File: src/rtl/ech_pkg.sv
// Shared types, constants and helper functions for the evaluation correction history block.
// Used by ech_ctrl, ech_datapath and eval_correction_history_top; depends on nothing else.
package ech_pkg;

   // Table geometry. TABLE_ENTRIES is a power of two; the key index is reduced by its low bits.
   localparam int TABLE_ENTRIES = 16384;
   localparam int KEY_W         = 14;
   localparam int IDX_W         = $clog2(TABLE_ENTRIES);
   localparam int ADDR_W        = IDX_W + 1;
   localparam int DEPTH         = 2 * TABLE_ENTRIES;

   localparam int MATE_LIMIT    = 32000;
   localparam int MATE_MAX      = MATE_LIMIT - 1;

   localparam int VAL_W         = 16;

   // Correction sum and entry decay both divide by 1024.
   localparam int CORR_DIV      = 1024;
   localparam int CORR_SHIFT    = $clog2(CORR_DIV);

   // The fifty-move scaler divides by 200 = 8 * 25.
   localparam int SCALE_DIV       = 200;
   localparam int SCALE_PRE_SHIFT = 3;
   localparam int SCALE_POST_DIV  = SCALE_DIV / (2 ** SCALE_PRE_SHIFT);
   localparam int DIV25_SHIFT     = 27;
   localparam int DIV25_MUL       = (2 ** DIV25_SHIFT) / SCALE_POST_DIV;

   // The update bonus divides by 8.
   localparam int BONUS_SHIFT   = 3;

   // Datapath widths, sized to the input ranges.
   localparam int PROD_W   = 25;
   localparam int SUM_W    = 27;
   localparam int WIDE_W   = 26;
   localparam int Y_W      = 22;
   localparam int RECIP_W  = 45;
   localparam int Q_W      = 18;
   localparam int REM_W    = 23;
   localparam int SCALED_W = 19;
   localparam int EPROD_W  = 27;
   localparam int NEW_W    = 19;
   localparam int TOTAL_W  = 20;
   localparam int LIMIT_W  = 10;
   localparam int BONUS_W  = 11;

   typedef logic signed [PROD_W-1:0]   prod_type;
   typedef logic signed [SUM_W-1:0]    sum_type;
   typedef logic signed [WIDE_W-1:0]   wide_type;
   typedef logic        [RECIP_W-1:0]  recip_type;
   typedef logic        [REM_W-1:0]    rem_type;
   typedef logic signed [SCALED_W-1:0] scaled_type;
   typedef logic signed [EPROD_W-1:0]  eprod_type;
   typedef logic signed [NEW_W-1:0]    new_type;
   typedef logic signed [TOTAL_W-1:0]  total_type;
   typedef logic signed [VAL_W-1:0]    value_type;

   // Configuration port.
   localparam int CSR_IDX_W  = 4;
   localparam int CSR_DATA_W = 10;
   localparam logic [CSR_IDX_W-1:0] CSR_PAWN_WEIGHT     = 4'd0;
   localparam logic [CSR_IDX_W-1:0] CSR_NON_PAWN_WEIGHT = 4'd1;
   localparam logic [CSR_IDX_W-1:0] CSR_BONUS_LIMIT     = 4'd2;
   localparam logic [CSR_IDX_W-1:0] CSR_FIFTY_SCALING   = 4'd3;

   typedef struct packed {
      logic [7:0]         pawn_weight;
      logic [7:0]         non_pawn_weight;
      logic [LIMIT_W-1:0] bonus_limit;
      logic [8:0]         fifty_scaling;
   } cfg_type;

   localparam cfg_type CFG_RESET = '{
      pawn_weight:     8'd36,
      non_pawn_weight: 8'd23,
      bonus_limit:     10'd341,
      fifty_scaling:   9'd187
   };

   // Request codes. Code 3 is unused and returns zero.
   typedef enum logic [1:0] {
      REQ_ADJUST = 2'd0,
      REQ_CORR   = 2'd1,
      REQ_UPDATE = 2'd2
   } req_code_type;

   typedef enum logic [2:0] {
      ST_CLEAR,
      ST_IDLE,
      ST_STEP1,
      ST_STEP2,
      ST_STEP3,
      ST_STEP4,
      ST_STEP5,
      ST_HOLD
   } state_type;

   typedef struct packed {
      logic capture;
      logic clear_wr;
      logic table_wr;
      logic load_out;
   } cmd_type;

   typedef struct packed {
      logic clear_done;
      logic out_busy;
      logic is_update;
   } status_type;

   function automatic logic [ADDR_W-1:0] table_addr(input logic side,
                                                    input logic [KEY_W-1:0] key);
      logic [IDX_W-1:0] idx;
      idx = IDX_W'(key);
      return {side, idx};
   endfunction

   // New entry = entry + bonus - trunc(entry*|bonus| / 1024), saturated to 16 bits.
   function automatic value_type apply_bonus(input value_type entry,
                                             input logic signed [BONUS_W-1:0] bonus,
                                             input eprod_type eprod);
      eprod_type adj;
      value_type decay;
      new_type   sum;
      adj   = eprod + (eprod[EPROD_W-1] ? eprod_type'(CORR_DIV - 1) : eprod_type'(0));
      decay = value_type'(adj[CORR_SHIFT +: VAL_W]);
      sum   = new_type'(entry) + new_type'(bonus) - new_type'(decay);
      if (sum > new_type'(32767)) begin
         return value_type'(16'sh7FFF);
      end else if (sum < new_type'(-32768)) begin
         return value_type'(16'sh8000);
      end
      return value_type'(sum[VAL_W-1:0]);
   endfunction

endpackage

File: src/rtl/ech_ctrl.sv
// Sequencer for the correction history block: clearing pass, word intake and step timing.
// Depends on ech_pkg for the state, command and status types.
module ech_ctrl (
   input  logic                clock,
   input  logic                reset,
   input  logic                req_valid,
   input  ech_pkg::status_type status,
   output ech_pkg::cmd_type    cmd,
   output logic                req_stall
);

   ech_pkg::state_type state_ff;
   ech_pkg::state_type state_in;

   always_ff @(posedge clock) begin
      if (reset) begin
         state_ff <= ech_pkg::ST_CLEAR;
      end else begin
         state_ff <= state_in;
      end
   end

   always_comb begin
      state_in = state_ff;
      unique case (state_ff)
         ech_pkg::ST_CLEAR: begin
            if (status.clear_done) begin
               state_in = ech_pkg::ST_IDLE;
            end
         end
         ech_pkg::ST_IDLE: begin
            if (req_valid) begin
               state_in = ech_pkg::ST_STEP1;
            end
         end
         ech_pkg::ST_STEP1: state_in = ech_pkg::ST_STEP2;
         ech_pkg::ST_STEP2: state_in = ech_pkg::ST_STEP3;
         ech_pkg::ST_STEP3: state_in = ech_pkg::ST_STEP4;
         ech_pkg::ST_STEP4: state_in = ech_pkg::ST_STEP5;
         ech_pkg::ST_STEP5: begin
            state_in = status.out_busy ? ech_pkg::ST_HOLD : ech_pkg::ST_IDLE;
         end
         ech_pkg::ST_HOLD: begin
            if (!status.out_busy) begin
               state_in = ech_pkg::ST_IDLE;
            end
         end
      endcase
   end

   always_comb begin
      cmd       = '0;
      req_stall = 1'b1;
      unique case (state_ff)
         ech_pkg::ST_CLEAR: cmd.clear_wr = 1'b1;
         ech_pkg::ST_IDLE: begin
            req_stall   = 1'b0;
            cmd.capture = req_valid;
         end
         ech_pkg::ST_STEP1, ech_pkg::ST_STEP2, ech_pkg::ST_STEP3: begin
         end
         ech_pkg::ST_STEP4: cmd.table_wr = status.is_update;
         ech_pkg::ST_STEP5, ech_pkg::ST_HOLD: cmd.load_out = !status.out_busy;
      endcase
   end

   // A captured word passes steps 1 to 4 and then reaches the result step.
   a_step_timing: assert property (@(posedge clock) disable iff (reset)
      cmd.capture |-> ##5 (state_ff == ech_pkg::ST_STEP5))
      else $error("result step not reached five cycles after capture");

   // The clearing pass stops after the last entry.
   a_clear_stops: assert property (@(posedge clock) disable iff (reset)
      (cmd.clear_wr && status.clear_done) |=> !cmd.clear_wr)
      else $error("clearing pass ran past the last entry");

   // No word is taken right after reset; the tables are still being cleared.
   a_reset_stall: assert property (@(posedge clock)
      $fell(reset) |-> req_stall)
      else $error("input not stalled after reset");

endmodule

File: config.mk
export PLATFORM = sky130hd
export DESIGN_NAME = ech_ctrl
export DESIGN_NICKNAME = d
export VERILOG_FILES = /design/src/rtl/ech_pkg.sv /design/src/rtl/ech_ctrl.sv
export SDC_FILE = /design/constraint.sdc
export NUM_CORES = 1
export LEC_CHECK = 0
export ABC_AREA = 1
export BUFFER_PORTS_ARGS = -buffer_cell sky130_fd_sc_hd__buf_2
export CAP_MARGIN = 15
export CORE_AREA = 2 2 39 41
export CTS_BUF_LIST = sky130_fd_sc_hd__clkbuf_2
export CTS_CLUSTER_SIZE = 24
export DETAILED_ROUTE_END_ITERATION = 6
export DIE_AREA = 0 0 41 43
export GPL_ROUTABILITY_DRIVEN = 0
export HOLD_SLACK_MARGIN = 0.05
export MAX_ROUTING_LAYER = met4
export SKIP_LAST_GASP = 1
export SLEW_MARGIN = 5
export SYNTH_ARGS = -nofsm -noshare
export SYNTH_HDL_FRONTEND = slang
export SYNTH_SLANG_ARGS = --single-unit
File: constraint.sdc
create_clock -name clock -period 1.2 [get_ports clock]
set_input_delay 0.24 -clock clock [delete_from_list [all_inputs] [get_ports clock]]
set_output_delay 0.24 -clock clock [all_outputs]
set_load 0.01 [all_outputs]
# --- Word-level counts from Yosys, hierarchy flattened ---
# Cells that the tools add are included.
totals:
  out_inout_bits: 5
  ff_bits: 3
  input_bits: 6
  elab_cells: 25
op_classes:
  muxes: 10
  reduce_logical: 4
  n_eq_ne: 10
ops:
  columns: ["operator", "count"]
  rows:
  - ["3-bit one-hot mux with 8 select lines", 1]
  - ["3-bit equality test (second input constant)", 4]
  - ["3-bit two-way mux", 4]
  - ["3-bit by 2-bit equality test with 1-bit output (second input constant)", 2]
  - ["2-bit inequality test (second input constant)", 3]
  - ["1-bit two-way mux", 5]
  - ["3-bit by 1-bit equality test with 1-bit output (second input constant)", 1]
  - ["3-bit zero test", 1]
  - ["3-bit AND reduction", 1]
  - ["2-bit OR reduction", 1]
  - ["1-bit zero test", 1]

# --- Logic depth before layout (Yosys ltp) ---
# Gate-level depths: netlist (run 1).
logic_depth:
  ltp_word: 3
  mapped_depth: 6
  depth_no_buf: 6

# --- Least setup slack after synthesis (run 1) ---
# OpenSTA, ideal clock, no wires.
synth_timing:
  path_type: "flip-flop to output port"
  from: "register state_ff[0]"
  to: "output cmd[3] in the netlist's numbering"
  n_path_buf: 0
  slack_ps: 112
  path_stages_with_launch: 5
  arrival_time_ps: 848
  t_required_ps: 960
  cell_sequence: "dfxtp_1 inv_2 nor2_2 nand2_1 nor2_1"
synth_rtl:
  columns: ["item", "line", "text"]
  rows:
  - ["start, declared", "ech_ctrl.sv:12", "ech_pkg::state_type state_ff;"]
  - ["start signal, assigned", "ech_ctrl.sv:17", "state_ff <= ech_pkg::ST_CLEAR;"]
  - ["start signal, assigned", "ech_ctrl.sv:19", "state_ff <= state_in;"]
  - ["end, declared", "ech_ctrl.sv:8", "output ech_pkg::cmd_type cmd,"]

==> summary.md, run 1 <==
| Metric | Value |
|---|---|
| Status | `finished with violations` |
| Failing checks | `negative setup slack` |
| H-tree levels | `1` |
| Hold Path Class | `primary input to register` |
| RSZ-0062 raised after global routing | `yes` |
| Slew @ Worst Pin | `0.2231 ns` |
| Mapped cell area | `216.5 µm²` |
| Port Buffers | `10` |
| Post-CTS Setup Inserts | `0` |
| Post-Layout Cell Count | `63` |
| CP top delay family | `flip-flops` |
| Routed len/inst | `7.921 µm` |
| Placed cell area | `294.0 µm²` |
| Post-Route Utilization | `0.2468` |
| Peak fanout along the critical path | `7` |
| GRT Util Overall | `0.07503` |
| Slew margin rel. | `0.8507` |
| Via-per-instance ratio | `4.222` |
| Vias in the first global route | `237` |
| Cell Rows | `14` |
| WHS | `0.2205 ns` |
| Hold path start | `reset` |
| CP startpoint | `state_ff[1]` |
| CTS buffer count | `3` |
| Final net count | `54` |
| Pin count of the biggest net entering global routing | `8` |
| Commonest non-fill, non-tap cells in the layout | `buf_2 (9), nand2_1 (4), nor2_1 (4), clkbuf_2 (4)` |
| Via count | `266` |
| Fmax | `818.3 MHz` |
| CTS root buf | `clkbuf_2` |
| YS warnings | `0` |
| CTS tree | `built` |
| Pre-antenna DRT Iters | `2` |
| Hold Path Depth | `2` |
| Top Registers | `state_ff (3)` |
| CTS sink count | `3` |
| Critical Path End Type | `output port` |
| Final Max Slew Viols | `0` |
| Post-DP HPWL | `405.3 µm` |
| Part of the cycle the worst path needs | `1.018` |
| Reg-to-reg slack, setup | `0.14 ns` |
| Crit path max-delay cell type | `dfxtp_4` |
| Final Critical Period | `1.222 ns` |
| Worst setup SP type | `register` |
| Layout cells sized above 1 | `0.6170` |
| Req. time, crit path | `0.96 ns` |
| Post-Syn Nets | `38` |
| Cts hold-fix bufs | `0` |
| Hold path endpoint | `state_ff[0]` |
| PwrDens | `1699 nW/µm²` |
| Most common cell after layout, fill and taps aside | `buf_2` |
| Synth cell types | `15` |
| Setup ws final | `-0.02212 ns` |
| Critical path class | `register to output port` |
| Worst R2R Start | `state_ff[0]` |
| Sequential area share after synthesis | `0.2775` |
| Pleak | `0.1725 nW` |
| Worst skew pair latency | `0.20 ns` |
| Buffers and inverters on the worst path | `1` |
| RR Endpoint | `state_ff[0]` |
| Final setup fails | `2` |
| Reg clk slew, reported paths | `0.04 ns` |
| Cell breakdown of the critical path | `nor2_4 > nand2_2 > nor2_1 > buf_2` |
| Core area | `1384 µm²` |
| Max VDD drop | `401.7 µV` |
| Post-Route WL | `499 µm` |
| Fin area | `341.6 µm²` |
| Die Area | `1763 µm²` |
| Peak per-stage delay on the critical path | `0.36 ns` |
| Worst R2R Path Depth | `5` |
| Max cap viols | `0` |
| Max reg flops | `3` |
| Synth Register Bits | `3` |
| Initial antenna violation count | `0` |
| Critical Path AT | `0.98 ns` |
| Initial Utilization | `0.1564` |
| Fin. Hold Viols | `0` |
| Final ANT Viol Nets | `0` |
| Starting DRC count in detailed routing | `4` |
| Dpl ws | `0.1379 ns` |
| Synthesis-to-finish area growth | `57.80%` |
| Setup tns final | `-0.04239 ns` |
| GRT Residual Overflow | `0` |
| Synthesized area per cell | `6.764 µm²` |
| Die X | `41 µm` |
| Largest register by flop count | `state_ff` |
| Antenna diode count | `0` |
| Clk_skew | `0.002755 ns` |
| Power Total | `0.5803 mW` |
| Cells after Synth | `32` |
| Clk buf depth | `2` |
| Dpl cells | `59` |
| Number of I/O pins | `11` |
| First-pass GRT wire length | `793 µm` |
| Residual DRC | `0` |
| Die Span Y | `43 µm` |
cells by family after synthesis:
kind of cell           after synthesis  share of synthesized area
AO/OA/AOI/OAI                        3                    0.06934
buffers and inverters                5                    0.08671
flip-flops                           3                     0.2775
AND/OR/NAND/NOR                     21                     0.5665
synth_stat cells, drive strengths merged:
| cell type | instances | share of area |
|---|---|---|
| nor2 | 6 | 0.13 |
| inv | 5 | 0.087 |
| nand2 | 5 | 0.087 |
| nand3 | 5 | 0.18 |
| dfxtp | 3 | 0.28 |
| a21oi | 2 | 0.046 |
| nor3 | 2 | 0.069 |
| and3 | 1 | 0.035 |
| nand3b | 1 | 0.035 |
| nand4 | 1 | 0.029 |
| o21ai | 1 | 0.023 |
per-layer routing:
| layer | track usage | wire length (µm) | vias to the layer above |
|---|---|---|---|
| met5 | - | 0 | - |
| met4 | 0.1000 | 14 | 0 |
| met3 | 0.03141 | 14 | 2 |
| met2 | 0.1000 | 258 | 5 |
| met1 | 0.06410 | 211 | 121 |
| li1 | - | - | 138 |
repair_timing:
action,in CTS,in global routing
resized for setup,8,1
pin swaps,1,2
endpoints found under the setup margin,5,5
layout make-up:
type                    instances  area (µm²)
multi-input cells              24       150.1
inverters                       5       18.77
clock buffers                   4       20.02
flip-flops and latches          3       68.82
well taps                      16       20.02
fillers                       161        1042
repair buffers                 11       63.81
report_power, final:
part	leakage [nW]	internal (mW)	total, mW	switching (mW)
registers	0.0264	0.135	0.174	0.0385
logic	0.129	0.121	0.267	0.147
clock network	0.0166	0.0880	0.139	0.0515
total	0.172	0.344	0.580	0.237
worst reg2reg max path, delay by kind of cell, from the launching register on:
kind            cells  cell delay [ns]
compound gates      1             0.06
buf+inv             1             0.14
flops               1             0.31
simple gates        3             0.43
how the worst max path moves through the flow:
stage / cells past startpoint / end / slack, ns
3_5_place_dp: 3 / cmd[0] / 0.14
4_1_cts: 5 / cmd[3] / -0.04
2_1_floorplan: 4 / cmd[3] / 0.11
6_report: 4 / cmd[3] / -0.02
3_3_place_gp: 5 / state_ff[0] / 0.15
5_1_grt: 4 / cmd[3] / -0.11
Power figures use the tool's default switching activity.
==> inputs of run 2 (changes only) <==
BUFFER_PORTS_ARGS = default   (was -buffer_cell sky130_fd_sc_hd__buf_2)
DONT_BUFFER_PORTS = 1   (was default)
RECOVER_POWER = 25   (was default)
==> run 2 against run 1 <==
The flow now finishes without violations. Worst hold slack worse by 0.13 ns. Power up 5.2%. Sequential power is 4% higher. First-iteration DRC count down 50%. Routed wire length is 8.0% higher. Clock skew increased by 0.0015 ns. Sequential share of layout area grew 1.7 points. Count of clock-buffer cells in the layout did not move. Design area shrank 7.7%. Combinational power is 6% higher. Die area unchanged. Critical path type unchanged.
==> summary.md, run 2 (synthesis gave the netlist of run 1 again) <==
| Metric | Value |
|---|---|
| Layer with the highest usage | `met2` |
| Reg-to-reg slack, setup | `0.13 ns (about the same)` |
| CTS root buf | `clkbuf_2` |
| Part of the cycle the worst path needs | `0.9669 (-0.05149)` |
| Global Route met1 Usage | `0.06390 (-0.0002048)` |
| Die X | `41 µm (unchanged)` |
| Critical path class | `register to output port` |
| Critical Path End Type | `output port` |
| Starting DRC count in detailed routing | `2 (-2)` |
| Routed len/inst | `9.625 µm (+22%)` |
| Vias in the first global route | `245 (+3.4%)` |
| Power Total | `0.6103 mW (+5.2%)` |
| RSZ-0062 raised after global routing | `yes` |
| Fin. Hold Viols | `0 (unchanged)` |
| Die Area | `1763 µm² (unchanged)` |
| Post-Route WL | `539 µm (+8.0%)` |
| Synthesis-to-finish area growth | `45.66%` |
| Commonest non-fill, non-tap cells in the layout | `nand2_1 (4), clkbuf_2 (4), buf_4 (4)` |
| Final Critical Period | `1.160 ns (-0.06179 ns)` |
| Worst skew pair latency | `0.21 ns (about the same)` |
| Max VDD drop | `388.2 µV (-3.4%)` |
| Buffers and inverters on the worst path | `1 (unchanged)` |
| Status | `complete, no violations` |
| GRT met2 Usage | `0.1250 (+0.02500)` |
| CTS sink count | `3 (unchanged)` |
| Dpl ws | `0.08956 ns (-0.04832 ns)` |
| Met3 GRT Util | `0.04188 (+0.01047)` |
| Antenna diode count | `0 (unchanged)` |
| Final setup fails | `0 (-2)` |
| Critical Path AT | `0.92 ns (-0.06 ns)` |
| Slew @ Worst Pin | `0.2123 ns (-0.01082 ns)` |
| Req. time, crit path | `0.96 ns (about the same)` |
| PwrDens | `1936 nW/µm² (+14%)` |
| Crit path max-delay cell type | `dfxtp_4` |
| Clk_skew | `0.004244 ns (+0.001489 ns)` |
| First-pass GRT wire length | `910 µm (+15%)` |
| Final net count | `47 (-13%)` |
| Via count | `230 (-14%)` |
| Fmax | `861.8 MHz (+5.3%)` |
| GRT Util Overall | `0.08214 (+0.007110)` |
| GRT Residual Overflow | `0 (unchanged)` |
| Cell Rows | `14 (unchanged)` |
| Residual DRC | `0 (unchanged)` |
| Max reg flops | `3 (unchanged)` |
| Max cap viols | `0 (unchanged)` |
| Reg clk slew, reported paths | `0.05 ns (about the same)` |
| Via-per-instance ratio | `4.107 (-2.7%)` |
| Clk buf depth | `2 (unchanged)` |
| Initial Utilization | `0.1564 (unchanged)` |
| Post-Layout Cell Count | `56 (-11%)` |
| Layout cells sized above 1 | `0.5750 (-0.04202)` |
| Hold Path Class | `primary input to register` |
| Cts hold-fix bufs | `0 (unchanged)` |
| Peak fanout along the critical path | `7 (unchanged)` |
| Peak per-stage delay on the critical path | `0.37 ns (about the same)` |
| Final Max Slew Viols | `0 (unchanged)` |
| Post-DP HPWL | `408.1 µm (+0.69%)` |
| Pre-antenna DRT Iters | `2 (unchanged)` |
| Port Buffers | `0 (-10)` |
| CP top delay family | `flip-flops` |
| Placed cell area | `251.5 µm² (-14%)` |
| Worst setup SP type | `register` |
| Number of I/O pins | `11 (unchanged)` |
| Dpl cells | `50 (-15%)` |
| Largest register by flop count | `state_ff` |
| Core area | `1384 µm² (unchanged)` |
| CTS tree | `built` |
| Initial antenna violation count | `0 (unchanged)` |
| H-tree levels | `1 (unchanged)` |
| Final ANT Viol Nets | `0 (unchanged)` |
| Pleak | `0.1440 nW (-17%)` |
| Cell breakdown of the critical path | `nor2_4 > nand2_2 > buf_4` |
| Slew margin rel. | `0.8580 (+0.007237)` |
| Die Span Y | `43 µm (unchanged)` |
| Pin count of the biggest net entering global routing | `8 (unchanged)` |
| Setup ws final | `0.03967 ns (+0.06179 ns)` |
| Fin area | `315.3 µm² (-7.7%)` |
| Top Registers | `state_ff (3)` |
| Fill count | `159 (-1.2%)` |
| CTS buffer count | `3 (unchanged)` |
[run 2: cell types whose count changed in the layout (fill, tap and decap cells not counted), sizes merged]
cell,change
buf,-7
[run 2: cell type report]
class                      instances  area, µm²  share of cell area
tap                               16      20.02             0.06349
sequential                         3      68.82              0.2183
inverter                           5      18.77             0.05952
clock buffer                       4      20.02             0.06349
timing repair buffer               4      30.03             0.09524
multi-input combinational         24      157.7              0.5000
[run 2: timing repair]
| item | 4_1_cts | 5_1_grt |
|---|---|---|
| pin swaps | 1 | 1 |
| endpoints found under the setup margin | 5 | 5 |
| endpoints found under the hold margin | 0 | 0 |
| gates resized for setup | 8 | 2 |
| setup buffers | 2 | 0 |
[run 2: report_power, final]
part	leakage (nW)	switching (mW)	internal, mW
Combinational	0.101	0.147	0.136
Sequential	0.0264	0.0434	0.138
Clock	0.0166	0.0579	0.0880
[run 2: worst paths after layout]
path                             startpoint     endpoint  depth (start not counted)
worst max-delay path            state_ff[1]    req_stall                          3
worst min-delay path                  reset  state_ff[2]                          1
worst max register to register  state_ff[0]  state_ff[1]                          6
worst min register to register  state_ff[1]  state_ff[2]                          2
[run 2: worst reg2reg max path: stages (launching register included)]
cell and delay [ns]:
dfxtp_4 0.34, buf_4 0.14, nor2_1 0.18, nand3_2 0.13, nand3_2 0.09, nor2_1 0.04
nor2_1 0.08
[run 2: metrics by stage]
stage / setup TNS, ns / util / hold WS [ns]
finish: 0 / 0.2278 / 0.08646
floorplan: 0 / - / 0.3091
global placement: 0 / 0.1817 / 0.3161
CTS: 0 / 0.2224 / 0.07965
global route: -0.05716 / 0.2278 / 0.05855
detailed placement: 0 / 0.1817 / 0.3179
[run 2: layer usage]
layer / share of wire / wire, µm / vias to the layer above
met5: 0 / 0 / -
met4: 0.015 / 8 / 0
met3: 0.085 / 46 / 2
met2: 0.57 / 305 / 9
met1: 0.33 / 178 / 97
li1: - / - / 122
==> inputs of run 3 (changes only) <==
CTS_BUF_LIST = default   (was sky130_fd_sc_hd__clkbuf_2)
GPL_TIMING_DRIVEN = 0   (was default)
==> run 3 against run 2 <==
Sequential share of layout area down 1.6 points. Worst setup slack worse by 0.025 ns. Die area unchanged. Clock power grew 18%. Critical endpoint is now cmd[2]. Via count rose by 7.8%. Register-to-register slack lost 0.02 ns. First-iteration DRC count grew to 2.5 times the previous value. Design area rose by 7.9%. Maximum frequency down 2.1%.
==> summary.md, run 3 (synthesis gave the netlist of run 1 again) <==
| Metric | Value |
|---|---|
| RSZ-0062 raised after global routing | `yes` |
| CTS buffer count | `3 (unchanged)` |
| Fin. Hold Viols | `0 (unchanged)` |
| Commonest non-fill, non-tap cells in the layout | `buf_4 (5), nand2_1 (4)` |
| Max reg flops | `3 (unchanged)` |
| GRT Residual Overflow | `0 (unchanged)` |
| Fin area | `340.3 µm² (+7.9%)` |
| CTS root buf | `clkbuf_4` |
| Max cap viols | `0 (unchanged)` |
| Power Total | `0.6534 mW (+7.1%)` |
| Post-Route WL | `516 µm (-4.3%)` |
| Clk_skew | `0.002670 ns (-0.001574 ns)` |
| Final ANT Viol Nets | `0 (unchanged)` |
| Port Buffers | `0 (unchanged)` |
| Fmax | `843.6 MHz (-2.1%)` |
| Final net count | `48 (+2.1%)` |
| Critical Path End Type | `output port` |
| WHS | `0.07120 ns (-0.01526 ns)` |
| Hold Path Class | `primary input to register` |
| Hold path endpoint | `state_ff[2]` |
| Worst R2R Start | `state_ff[0]` |
| Peak per-stage delay on the critical path | `0.36 ns (about the same)` |
| Vias in the first global route | `225 (-8.2%)` |
| Initial Utilization | `0.1564 (unchanged)` |
| Critical path class | `register to output port` |
| CTS tree | `built` |
| Via count | `248 (+7.8%)` |
| PwrDens | `1920 nW/µm² (-0.80%)` |
| Critical Path AT | `0.95 ns (+0.03 ns)` |
| Layout cells sized above 1 | `0.5366 (-0.03841)` |
| Reg-to-reg slack, setup | `0.11 ns (-0.02 ns)` |
| RR Endpoint | `state_ff[0]` |
| Initial antenna violation count | `0 (unchanged)` |
| Cell Rows | `14 (unchanged)` |
| Routed len/inst | `9.053 µm (-5.9%)` |
| Die Area | `1763 µm² (unchanged)` |
| Die X | `41 µm (unchanged)` |
| Core area | `1384 µm² (unchanged)` |
| Status | `complete, no violations` |
| Pre-antenna DRT Iters | `2 (unchanged)` |
| Post-DP HPWL | `397.9 µm (-2.5%)` |
| Final Max Slew Viols | `0 (unchanged)` |
| Buffers and inverters on the worst path | `0 (-1)` |
| Pin count of the biggest net entering global routing | `8 (unchanged)` |
| Slew margin rel. | `0.7493 (-0.1087)` |
| Worst R2R Path Depth | `5 (-1)` |
| Top Registers | `state_ff (3)` |
| Hold Path Depth | `1 (unchanged)` |
| Final Critical Period | `1.185 ns (+0.02513 ns)` |
| Crit path max-delay cell type | `dfxtp_4` |
| CTS sink count | `3 (unchanged)` |
| Starting DRC count in detailed routing | `5 (+3)` |
| Slew @ Worst Pin | `0.3732 ns (+0.1610 ns)` |
| Dpl ws | `-0.01036 ns (-0.09993 ns)` |
| Worst setup SP type | `register` |
| Part of the cycle the worst path needs | `0.9879 (+0.02094)` |
| Req. time, crit path | `0.96 ns (about the same)` |
| Pleak | `0.1466 nW (+1.8%)` |
| Setup tns final | `0 ns (unchanged)` |
| Via-per-instance ratio | `4.351 (+5.9%)` |
| Antenna diode count | `0 (unchanged)` |
| Worst skew pair latency | `0.23 ns (+0.02 ns)` |
| CP Depth | `1 (-2)` |
| Die Span Y | `43 µm (unchanged)` |
| Final setup fails | `0 (unchanged)` |
| First-pass GRT wire length | `883 µm (-3.0%)` |
| GRT Util Overall | `0.07605 (-0.006082)` |
| Most common cell after layout, fill and taps aside | `buf_4` |
| Largest register by flop count | `state_ff` |
| Reg clk slew, reported paths | `0.04 ns (about the same)` |
| CP top delay family | `flip-flops` |
| Placed cell area | `236.5 µm² (-6.0%)` |
| Synthesis-to-finish area growth | `57.22%` |
| Peak fanout along the critical path | `7 (unchanged)` |
| H-tree levels | `1 (unchanged)` |
| Max VDD drop | `390.2 µV (+0.52%)` |
| Number of I/O pins | `11 (unchanged)` |
| Hold path start | `reset` |
| Clk buf depth | `2 (unchanged)` |
| Setup ws final | `0.01454 ns (-0.02513 ns)` |
| Cell breakdown of the critical path | `nor3_1` |
| Residual DRC | `0 (unchanged)` |
-- run 3: changes by cell type in the layout (fill, tap and decap cells not counted), sizes merged --
cell	previous run	this run
buf	4	5
-- run 3: what timing repair did --
item                       in CTS  in global routing
hold buffers                    0                  0
setup endpoints to repair       5                  4
cloned                          0                  0
setup buffers                   3                  2
pin swaps                       3                  2
gates resized for setup        11                  2
-- run 3: metrics by stage --
step                      utilization  cells
after floorplan                     -     32
after global placement         0.1709     48
after detailed placement       0.1709     48
after CTS                      0.2297     55
after global routing           0.2459     57
final                          0.2459     57
-- run 3: routing by layer --
metal  track usage  routed length [µm]  vias to the layer above  part of all wire
met5             -                   0                        -                 0
met4       0.04000                   0                        0                 0
met3       0.04188                  34                        0             0.066
met2        0.1250                 312                        3              0.60
met1       0.06410                 168                      118              0.33
li1              -                   -                      127                 -
-- run 3: layout make-up --
cell class	instances	area [µm²]
Inverter	5	21.27
Multi-Input combinational cell	24	166.4
Sequential cell	3	68.82
Clock buffer	4	26.28
Timing Repair Buffer	5	37.54
Fill cell	163	1044
Tap cell	16	20.02
-- run 3: worst max-delay path by stage --
stage | start | endpoint | slack [ns]
after floorplan | state_ff[0] | cmd[3] | 0.11
after global placement | state_ff[0] | cmd[3] | 0.03
after detailed placement | state_ff[0] | cmd[3] | -0.01
after CTS | state_ff[0] | cmd[3] | -0.04
after global routing | state_ff[0] | cmd[1] | -0.04
final | state_ff[1] | cmd[2] | 0.01
-- run 3: where the power goes --
| part | internal (mW) | switching, mW | total [mW] | leakage [nW] |
|---|---|---|---|---|
| Clock | 0.124 | 0.0483 | 0.173 | 0.0150 |
| Combinational | 0.142 | 0.155 | 0.297 | 0.105 |
| Sequential | 0.138 | 0.0454 | 0.183 | 0.0264 |
